<file path="src/sv/rlpl_pkg.sv">
// rlpl_pkg: shared types, constants and helpers for the route lookup unit
// no dependencies; imported by rlpl_ctrl, rlpl_dp and the top level (rlpl_ram does not use it)
`default_nettype none

package rlpl_pkg;

  // table geometry
  localparam int TABLE_DEPTH = 16;
  localparam int SLOT_W      = (TABLE_DEPTH > 1) ? $clog2(TABLE_DEPTH) : 1;

  // field widths
  localparam int ADDR_W     = 32;
  localparam int PREFIX_W   = 6;
  localparam int METRIC_W   = 32;
  localparam int REQ_W      = 2;
  localparam int IDX_W      = 4;
  localparam int OUT_SLOT_W = 4;

  localparam logic [PREFIX_W-1:0] PREFIX_MAX    = PREFIX_W'(ADDR_W);
  localparam logic [ADDR_W-1:0]   ADDR_ALL_ONES = '1;

  // request codes
  localparam logic [REQ_W-1:0] REQ_WRITE  = 2'd0;
  localparam logic [REQ_W-1:0] REQ_INVAL  = 2'd1;
  localparam logic [REQ_W-1:0] REQ_LOOKUP = 2'd2;

  // one stored route
  typedef struct packed {
    logic [ADDR_W-1:0]   dest;
    logic [PREFIX_W-1:0] prefix;
    logic [METRIC_W-1:0] metric;
    logic [ADDR_W-1:0]   gateway;
  } route_entry_t;

  localparam int ENTRY_W = $bits(route_entry_t);

  // controller to datapath commands
  typedef struct packed {
    logic              capture;  // latch the request word
    logic              rd_en;    // read one table slot
    logic [SLOT_W-1:0] rd_addr;
    logic              commit;   // apply write or invalidate
  } rlpl_cmd_t;

  // contiguous high-bit mask, prefix already limited to 0..32
  function automatic logic [ADDR_W-1:0] prefix_mask(input logic [PREFIX_W-1:0] plen);
    prefix_mask = ~(ADDR_ALL_ONES >> plen);
  endfunction

endpackage

`default_nettype wire

</file>
<file path="src/sv/rlpl_ram.sv">
// rlpl_ram: generic single write port, single read port ram with registered read
// no dependencies
`default_nettype none

module rlpl_ram #(
  parameter int WIDTH = 8,
  parameter int DEPTH = 16
) (
  input  wire logic                     clk,
  input  wire logic                     we,
  input  wire logic [$clog2(DEPTH)-1:0] waddr,
  input  wire logic [WIDTH-1:0]         wdata,
  input  wire logic                     re,
  input  wire logic [$clog2(DEPTH)-1:0] raddr,
  output logic      [WIDTH-1:0]         rdata
);

  logic [WIDTH-1:0] mem [DEPTH];

  // write port
  always_ff @(posedge clk) begin
    if (we) begin
      mem[waddr] <= wdata;
    end
  end

  // registered read port
  always_ff @(posedge clk) begin
    if (re) begin
      rdata <= mem[raddr];
    end
  end

endmodule

`default_nettype wire

</file>
<file path="src/sv/rlpl_ctrl.sv">
// rlpl_ctrl: sequencer for the route lookup unit, drives the table scan
// depends on rlpl_pkg
`default_nettype none

module rlpl_ctrl (
  input  wire logic                      clk,
  input  wire logic                      rst_n,
  input  wire logic                      start,
  input  wire logic [rlpl_pkg::REQ_W-1:0] in_req_type,
  output logic                           busy,
  output logic                           out_valid,
  output rlpl_pkg::rlpl_cmd_t            cmd
);
  import rlpl_pkg::*;

  localparam logic [1:0] S_IDLE  = 2'd0;
  localparam logic [1:0] S_SCAN  = 2'd1;
  localparam logic [1:0] S_DRAIN = 2'd2;
  localparam logic [1:0] S_RESP  = 2'd3;

  localparam logic [SLOT_W-1:0] LAST_SLOT = SLOT_W'(TABLE_DEPTH - 1);

  logic [1:0]        state_r, state_nxt;
  logic [SLOT_W-1:0] cnt_r, cnt_nxt;
  logic              accept;

  assign accept = start && (state_r == S_IDLE);

  // next state and scan counter
  always_comb begin
    state_nxt = state_r;
    cnt_nxt   = cnt_r;
    unique case (state_r)
      S_IDLE: begin
        cnt_nxt = '0;
        if (accept) begin
          state_nxt = (in_req_type == REQ_LOOKUP) ? S_SCAN : S_RESP;
        end
      end
      S_SCAN: begin
        cnt_nxt = cnt_r + 1'b1;
        if (cnt_r == LAST_SLOT) begin
          state_nxt = S_DRAIN;
        end
      end
      S_DRAIN: state_nxt = S_RESP;
      S_RESP:  state_nxt = S_IDLE;
      default: state_nxt = S_IDLE;
    endcase
  end

  always_ff @(posedge clk) begin
    if (!rst_n) begin
      state_r <= S_IDLE;
      cnt_r   <= '0;
    end else begin
      state_r <= state_nxt;
      cnt_r   <= cnt_nxt;
    end
  end

  // commands and handshake
  always_comb begin
    cmd.capture = accept;
    cmd.rd_en   = (state_r == S_SCAN);
    cmd.rd_addr = cnt_r;
    cmd.commit  = (state_r == S_RESP);
  end

  assign busy      = (state_r != S_IDLE);
  assign out_valid = (state_r == S_RESP);

  // checks
  a_strobe_single: assert property (@(posedge clk) disable iff (!rst_n)
    out_valid |=> !out_valid) else $error("result strobe held two cycles");
  a_scan_end: assert property (@(posedge clk) disable iff (!rst_n)
    (state_r == S_SCAN && cnt_r == LAST_SLOT) |=> (state_r == S_DRAIN))
    else $error("scan did not end after last slot");
  a_accept_busy: assert property (@(posedge clk) disable iff (!rst_n)
    accept |=> busy) else $error("not busy after accepting a word");

endmodule

`default_nettype wire

</file>
<file path="src/sv/rlpl_dp.sv">
// rlpl_dp: route table storage, match compare and best-route registers
// depends on rlpl_pkg and rlpl_ram
`default_nettype none

module rlpl_dp (
  input  wire logic                                clk,
  input  wire logic                                rst_n,
  input  wire rlpl_pkg::rlpl_cmd_t                 cmd,
  input  wire logic [rlpl_pkg::REQ_W-1:0]          in_req_type,
  input  wire logic [rlpl_pkg::IDX_W-1:0]          in_slot_index,
  input  wire logic [rlpl_pkg::ADDR_W-1:0]         in_dest_addr,
  input  wire logic [rlpl_pkg::PREFIX_W-1:0]       in_prefix_len,
  input  wire logic [rlpl_pkg::METRIC_W-1:0]       in_route_metric,
  input  wire logic [rlpl_pkg::ADDR_W-1:0]         in_gateway_addr,
  input  wire logic [rlpl_pkg::ADDR_W-1:0]         in_query_addr,
  output logic                                     out_hit,
  output logic      [rlpl_pkg::OUT_SLOT_W-1:0]     out_best_slot,
  output logic      [rlpl_pkg::ADDR_W-1:0]         out_best_gateway,
  output logic      [rlpl_pkg::METRIC_W-1:0]       out_best_metric,
  output logic      [rlpl_pkg::PREFIX_W-1:0]       out_best_prefix
);
  import rlpl_pkg::*;

  // latched request word
  logic [REQ_W-1:0]  req_r;
  logic [SLOT_W-1:0] idx_r;
  logic              idx_ok_r;
  route_entry_t      wr_entry_r;
  logic [ADDR_W-1:0] query_r;

  always_ff @(posedge clk) begin
    if (cmd.capture) begin
      req_r              <= in_req_type;
      idx_r              <= SLOT_W'(in_slot_index);
      idx_ok_r           <= (32'(in_slot_index) < TABLE_DEPTH);
      wr_entry_r.dest    <= in_dest_addr;
      wr_entry_r.prefix  <= (in_prefix_len > PREFIX_MAX) ? PREFIX_MAX : in_prefix_len;
      wr_entry_r.metric  <= in_route_metric;
      wr_entry_r.gateway <= in_gateway_addr;
      query_r            <= in_query_addr;
    end
  end

  // table update strobes
  logic do_write, do_inval;
  assign do_write = cmd.commit && (req_r == REQ_WRITE) && idx_ok_r;
  assign do_inval = cmd.commit && (req_r == REQ_INVAL) && idx_ok_r;

  // route storage
  logic [ENTRY_W-1:0] rd_word;
  route_entry_t       rd_entry;

  rlpl_ram #(
    .WIDTH(ENTRY_W),
    .DEPTH(TABLE_DEPTH)
  ) u_table (
    .clk  (clk),
    .we   (do_write),
    .waddr(idx_r),
    .wdata(wr_entry_r),
    .re   (cmd.rd_en),
    .raddr(cmd.rd_addr),
    .rdata(rd_word)
  );

  assign rd_entry = route_entry_t'(rd_word);

  // per-slot valid bits
  logic [TABLE_DEPTH-1:0] valid_r;

  always_ff @(posedge clk) begin
    if (!rst_n) begin
      valid_r <= '0;
    end else if (do_write) begin
      valid_r[idx_r] <= 1'b1;
    end else if (do_inval) begin
      valid_r[idx_r] <= 1'b0;
    end
  end

  // valid bit and slot number aligned with ram read data
  logic              eval_r;
  logic              valid_d_r;
  logic [SLOT_W-1:0] addr_d_r;

  always_ff @(posedge clk) begin
    if (!rst_n) begin
      eval_r <= 1'b0;
    end else begin
      eval_r <= cmd.rd_en;
    end
  end

  always_ff @(posedge clk) begin
    if (cmd.rd_en) begin
      valid_d_r <= valid_r[cmd.rd_addr];
      addr_d_r  <= cmd.rd_addr;
    end
  end

  // compare against best so far
  logic              found_r;
  logic [SLOT_W-1:0] best_slot_r;
  route_entry_t      best_r;
  logic              match, better;

  always_comb begin
    match  = valid_d_r &&
             (((rd_entry.dest ^ query_r) & prefix_mask(rd_entry.prefix)) == '0);
    better = !found_r || (rd_entry.prefix > best_r.prefix) ||
             ((rd_entry.prefix == best_r.prefix) && (rd_entry.metric < best_r.metric));
  end

  always_ff @(posedge clk) begin
    if (!rst_n) begin
      found_r <= 1'b0;
    end else if (cmd.capture) begin
      found_r <= 1'b0;
    end else if (eval_r && match) begin
      found_r <= 1'b1;
    end
  end

  always_ff @(posedge clk) begin
    if (cmd.capture) begin
      best_slot_r <= '0;
      best_r      <= '0;
    end else if (eval_r && match && better) begin
      best_slot_r <= addr_d_r;
      best_r      <= rd_entry;
    end
  end

  // result word
  assign out_hit          = found_r;
  assign out_best_slot    = OUT_SLOT_W'(best_slot_r);
  assign out_best_gateway = best_r.gateway;
  assign out_best_metric  = best_r.metric;
  assign out_best_prefix  = best_r.prefix;

  // checks
  a_no_hit_zero: assert property (@(posedge clk) disable iff (!rst_n)
    (!found_r && !cmd.capture && $past(cmd.capture)) |->
      (best_r == '0 && best_slot_r == '0))
    else $error("result not cleared on a new word");
  a_no_eval_commit: assert property (@(posedge clk) disable iff (!rst_n)
    !(eval_r && cmd.commit)) else $error("table commit during scan");
  a_write_sets_valid: assert property (@(posedge clk) disable iff (!rst_n)
    do_write |=> valid_r[$past(idx_r)]) else $error("write left slot invalid");

endmodule

`default_nettype wire

</file>
<file path="src/sv/route_longest_prefix_lookup_unit.sv">
// route_longest_prefix_lookup_unit: top level of the ipv4 longest prefix route table
// depends on rlpl_pkg, rlpl_ctrl, rlpl_dp (which holds rlpl_ram)
//
// channel   direction  handshake                    word
// ------    ---------  ---------------------------  -------------------------------
// in_       input      start high while busy low    request type, slot, route, query
// out_      output     out_valid one-cycle strobe   hit, slot, gateway, metric, prefix
//
// write, invalidate and unused requests: result taken in the cycle after accept
// lookup: result taken in S_RESP after S_SCAN, which reads one table slot per cycle
//   through the single ram read port, and S_DRAIN, which compares the last slot read
// busy stays high from the cycle after accept through the result cycle
// reset (rst_n low, synchronous) clears all slot valid bits at once; no sweep
// the receiver cannot stall: each result is taken in its strobe cycle
`default_nettype none

module route_longest_prefix_lookup_unit (
  input  wire logic                                 clk,
  input  wire logic                                 rst_n,
  input  wire logic                                 start,
  output logic                                      busy,
  input  wire logic [rlpl_pkg::REQ_W-1:0]           in_req_type,
  input  wire logic [rlpl_pkg::IDX_W-1:0]           in_slot_index,
  input  wire logic [rlpl_pkg::ADDR_W-1:0]          in_dest_addr,
  input  wire logic [rlpl_pkg::PREFIX_W-1:0]        in_prefix_len,
  input  wire logic [rlpl_pkg::METRIC_W-1:0]        in_route_metric,
  input  wire logic [rlpl_pkg::ADDR_W-1:0]          in_gateway_addr,
  input  wire logic [rlpl_pkg::ADDR_W-1:0]          in_query_addr,
  output logic                                      out_valid,
  output logic                                      out_hit,
  output logic      [rlpl_pkg::OUT_SLOT_W-1:0]      out_best_slot,
  output logic      [rlpl_pkg::ADDR_W-1:0]          out_best_gateway,
  output logic      [rlpl_pkg::METRIC_W-1:0]        out_best_metric,
  output logic      [rlpl_pkg::PREFIX_W-1:0]        out_best_prefix
);
  import rlpl_pkg::*;

  rlpl_cmd_t cmd;

  // sequencer
  rlpl_ctrl u_ctrl (
    .clk        (clk),
    .rst_n      (rst_n),
    .start      (start),
    .in_req_type(in_req_type),
    .busy       (busy),
    .out_valid  (out_valid),
    .cmd        (cmd)
  );

  // table and compare datapath
  rlpl_dp u_dp (
    .clk             (clk),
    .rst_n           (rst_n),
    .cmd             (cmd),
    .in_req_type     (in_req_type),
    .in_slot_index   (in_slot_index),
    .in_dest_addr    (in_dest_addr),
    .in_prefix_len   (in_prefix_len),
    .in_route_metric (in_route_metric),
    .in_gateway_addr (in_gateway_addr),
    .in_query_addr   (in_query_addr),
    .out_hit         (out_hit),
    .out_best_slot   (out_best_slot),
    .out_best_gateway(out_best_gateway),
    .out_best_metric (out_best_metric),
    .out_best_prefix (out_best_prefix)
  );

endmodule

`default_nettype wire
</file>
<file path="config.mk">
export PLATFORM = sky130hd
export DESIGN_NAME = route_longest_prefix_lookup_unit
export DESIGN_NICKNAME = d
export VERILOG_FILES = /design/src/sv/rlpl_pkg.sv /design/src/sv/rlpl_ram.sv /design/src/sv/rlpl_ctrl.sv /design/src/sv/rlpl_dp.sv /design/src/sv/route_longest_prefix_lookup_unit.sv
export SDC_FILE = /design/constraint.sdc
export NUM_CORES = 2
export LEC_CHECK = 0
export BUFFER_PORTS_ARGS = -buffer_cell sky130_fd_sc_hd__buf_4
export CORE_MARGIN = 10
export CORE_UTILIZATION = 53
export CTS_CLUSTER_SIZE = 16
export DETAILED_ROUTE_END_ITERATION = 16
export PLACE_DENSITY_LB_ADDON = 0.3
export SLEW_MARGIN = 30
export SYNTH_ARGS = -nofsm -noshare
export SYNTH_HDL_FRONTEND = slang
export SYNTH_SLANG_ARGS = --single-unit
</file>
<file path="constraint.sdc">
create_clock -name clk -period 25.7 [get_ports clk]
set_clock_uncertainty 0.15 [all_clocks]
set_input_delay 5.14 -clock clk [delete_from_list [all_inputs] [get_ports clk]]
set_output_delay 5.14 -clock clk [all_outputs]
set_load 0.05 [all_outputs]
</file>
==> flow_summary.rst <==
.. list-table::
   :header-rows: 1

   * - Metric
     - Value
   * - Result of the run
     - completed
   * - Routability congestion estimate
     - ~0.77
   * - Number of iterations in the first detailed-routing pass
     - 5
   * - LEAKAGE
     - around 26 nW
   * - Die boundary width
     - 394 um
   * - Hold depth
     - 2
   * - Wire length of the first global-routing pass
     - 241,000 um
   * - WL per Instance
     - ~30 um
   * - Total length of routed met3 wires
     - 13,900 um
   * - Critical Path Slowest Stage Cell
     - sky130_fd_sc_hd__buf_4
   * - Prevailing post-synth register cell
     - sky130_fd_sc_hd__edfxtp_1
   * - Switching Share
     - 23.9%
   * - Worst-skew pair later-pin latency
     - 0.82 ns
   * - GRT Util Overall
     - 21.1%
   * - Int Pwr
     - 5.82 mW
   * - Total gr overflow
     - 0
   * - Io pins
     - 220
   * - Cell Count Post-Placement
     - between 5,000 and 6,000
   * - Pin count of the biggest net entering global routing
     - 97
   * - Final net count
     - 3,723
   * - Critical path class
     - in -> reg
   * - DP HPWL
     - 86,000 um
   * - Number of flops mapped to enable cells by yosys
     - 1,879
   * - Time the final worst path needs with I/O delays and setup
     - 7.62 ns
   * - Crit-path cells
     - buf_4, nand2_4, buf_4, inv_8, buf_4, buf_4
   * - Max incr delay on CP
     - approximately 0.72 ns
   * - Destination of the worst hold path
     - u_dp.out_best_gateway[27]$_SDFFE_PP0P_
   * - Hold crit path type
     - reg -> reg
   * - Register-to-register setup slack
     - 20.98 ns
   * - Peak supply drop
     - around 0.075 mV
   * - RR Startpoint
     - u_ctrl.cnt_r[0]$_SDFFE_PN0P_
   * - Total setup violations reported at the end of the flow
     - 0
   * - Worst setup EP type
     - flip-flop
   * - Pins over their slew limit
     - 0
   * - Root buf cell
     - sky130_fd_sc_hd__clkbuf_16
   * - Detailed-route DRC error count
     - 0
   * - Site Rows
     - between 100 and 150
   * - Post-cts gate resize count
     - 0
   * - Antenna Violating Nets Remaining
     - 0
   * - Number of sinks on the clock net
     - 1,977
   * - Vias in the first global route
     - 35,081
   * - Cell variety after synth
     - 56
   * - Share of post-route cells with drive strength above 1
     - between 20% and 30%
   * - CP dominant cell by count
     - sky130_fd_sc_hd__buf_4
   * - Via-per-instance ratio
     - 6.07
   * - Startpoint of the lowest-slack hold path
     - u_dp.out_best_gateway[27]$_SDFFE_PP0P_
   * - Worst reg2reg path endpoint
     - u_dp.u_table.rdata[80]$_DFFE_PP_
   * - Share of synthesized registers carrying an async set or reset
     - 0%
   * - Leading cell types by count after synthesis
     - 1,879 x sky130_fd_sc_hd__edfxtp_1, 515 x sky130_fd_sc_hd__mux4_2, 168 x sky130_fd_sc_hd__nand2_1, 105 x sky130_fd_sc_hd__clkbuf_1, 98 x sky130_fd_sc_hd__dfxtp_1
   * - Endpoints failing hold
     - 0
   * - Final cell count without fillers
     - 5,572
   * - Number of nets in the synthesized netlist
     - 3,387
   * - Count of warnings emitted by yosys
     - 0
   * - Area of the die
     - about 160,000 sq um
   * - Number of I/O port buffers
     - roughly 220
   * - Post-cts hold buffer count
     - 0
   * - Clock buffer depth
     - 3
   * - Setup_tns
     - 0 ns
   * - F_max
     - 0.131 GHz
   * - Unrepaired setup endpoints after global routing
     - false
   * - Cell count after synthesis
     - 3,202
   * - Post-CTS Setup Repair Bufs
     - 0
   * - Detailed-route via count
     - 33,847
   * - Synth top area cells
     - sky130_fd_sc_hd__edfxtp_1 76%, sky130_fd_sc_hd__mux4_2 16%, sky130_fd_sc_hd__dfxtp_1 2.6%, sky130_fd_sc_hd__mux2i_1 1.0%, sky130_fd_sc_hd__nand2_1 0.85%
   * - Count of cells along the worst register-to-register path
     - 6
   * - Top Layer Used
     - met5
   * - Post-CTS clock slew at the launch and capture registers of the worst setup and hold paths
     - 0.06 ns
   * - CTS buffer count
     - between 150 and 200
   * - Average footprint of a synthesized cell
     - ~23 sq um
   * - Least-Margin Pin Slew
     - around 1.0 ns
   * - Post-Syn Area
     - between 70,000 and 80,000 sq um
   * - Final period utilization
     - 29.7%
   * - Number of antenna violations at the first check in global routing
     - 6
   * - Synthesis-stage register bit count
     - 1,977
   * - Share of power burned in the clock network
     - between 30% and 40%
   * - TritonCTS clock tree
     - done
   * - Fraction of post-synthesis cell area in the top cell type by area
     - 76.0%
   * - Total power per unit cell area
     - 90.5 nW/um^2
   * - Number of max-cap violations
     - 0
   * - Portion of total power attributed to combinational logic
     - 11.4%
   * - Critical path peak fanout
     - 78
   * - Cell with the most instances after synthesis
     - sky130_fd_sc_hd__edfxtp_1
   * - Crit path DAT
     - just under 8 ns
   * - Routed met2 length
     - 80,400 um
   * - Data required time at the worst endpoint
     - 25.98 ns
   * - Die Span Y
     - 394 um
   * - Core ar.
     - 139,000 sq um
   * - Total Routed Length
     - 164,000 um
   * - Launching element type of the critical path
     - input port
   * - Area overhead of the layout relative to synthesis
     - 13.9%
   * - Seq pwr share
     - 53.1%
   * - Register area share after synthesis
     - 78.7%
   * - H-tree levels
     - 4
   * - Starting density of the core
     - 53.3%
   * - Met1 layer wirelength in the final routing
     - about 67,000 um
   * - Number of design-rule violations left by the first detailed-router iteration
     - 3,886
   * - Sw Pwr
     - 1.83 mW
   * - Worst slew margin relative to its limit
     - a little under a third
   * - Cell type with the highest aggregate area in the netlist
     - sky130_fd_sc_hd__edfxtp_1
-- sequential cells by signal, indices dropped and copies added, names as in the netlist, named ones only --
register               cells
u_dp.wr_entry_r          102
u_ctrl.cnt_r               4
u_dp.valid_d_r             1
u_dp.out_best_prefix       6
u_dp.idx_r                 4
u_dp.out_best_gateway     32
u_dp.out_best_slot         4
u_dp.req_r                 2
u_ctrl.state_r             2
u_dp.addr_d_r              4
u_dp.u_table.rdata       102
u_dp.query_r              32
u_dp.eval_r                1
u_dp.u_table.mem        1632
u_dp.out_hit               1
u_dp.out_best_metric      32
-- through the flow --
stage          setup WS, ns  util, %  area [sq um]  total power, mW  hold WS (ns)
5_1_grt               18.00     60.7         84600             7.93         0.326
3_3_place_gp          17.38     56.2         78300             4.99         0.294
4_1_cts               18.18     60.6         84500             7.71         0.311
6_report              18.08     60.7         84600             7.65         0.306
3_5_place_dp          17.30     56.3         78400             5.01         0.303
2_1_floorplan         13.93        -         74200             4.70         0.256
-- kinds of logic (layout without fill, tap and decap cells) --
family,after synthesis,in the layout,synth area share [%]
compound gates,115,115,1.09
xor+xnor,32,32,0.378
fa+ha+maj,43,43,0.721
buf+inv,203,695,1.14
flops,1977,1977,78.7
mux,590,590,16.6
other cells,0,2,0
simple gates,242,242,1.38
-- critical path: cells and delay by family --
family / cells / cell delay [ns]
and+or+nand+nor: 1 / 0.04
buffers and inverters: 5 / 2.46
-- worst max path at each step --
stage | startpoint | end | slack, ns | depth (start not counted)
6_report | start | u_dp.wr_entry_r[93]$_DFFE_PP_ | 18.08 | 6
5_1_grt | start | u_dp.wr_entry_r[93]$_DFFE_PP_ | 18.00 | 6
4_1_cts | start | u_dp.wr_entry_r[93]$_DFFE_PP_ | 18.18 | 6
3_5_place_dp | start | u_dp.wr_entry_r[93]$_DFFE_PP_ | 17.30 | 6
3_3_place_gp | start | u_dp.wr_entry_r[93]$_DFFE_PP_ | 17.38 | 6
2_1_floorplan | u_ctrl.state_r[0]$_SDFFE_PN0P_ | flip-flop | 13.93 | 4
-- cell usage in the layout (no fill, tap or decap), types with 29 or more instances in the layout --
cell type	n
sky130_fd_sc_hd__mux2i_1	75
sky130_fd_sc_hd__xor2_1	29
sky130_fd_sc_hd__o21a_1	34
sky130_fd_sc_hd__nand2_1	167
sky130_fd_sc_hd__mux4_2	515
sky130_fd_sc_hd__edfxtp_1	1879
sky130_fd_sc_hd__clkbuf_16	193
sky130_fd_sc_hd__dfxtp_1	94
sky130_fd_sc_hd__ha_1	41
sky130_fd_sc_hd__clkbuf_1	60
sky130_fd_sc_hd__buf_4	277
sky130_fd_sc_hd__inv_1	51
-- metal layers --
metal  vias to the layer above  track usage, %
met5                         -               0
met4                         6            5.38
met3                       221            4.71
met2                      1526            33.4
met1                     17996            29.9
li1                      14098               -
-- final cells by class --
class | instances | area, sq um
Timing Repair Buffer | 295 | 2390
Clock inverter | 92 | 971
Tap cell | 1876 | 2350
Sequential cell | 1977 | 58400
Fill cell | 9470 | 54800
Antenna cell | 2 | 5.00
Multi-Input combinational cell | 1022 | 15100
Inverter | 52 | 203
Clock buffer | 256 | 5100
-- power by group through the flow --
stage | clock network (mW) | logic, mW | registers (mW)
floorplan | 0 | 0.664 | 4.04
global placement | 0 | 0.866 | 4.12
detailed placement | 0 | 0.874 | 4.13
CTS | 2.76 | 0.879 | 4.07
global route | 2.89 | 0.950 | 4.09
finish | 2.72 | 0.875 | 4.06
Note: power is estimated with default switching activity, not from simulation.
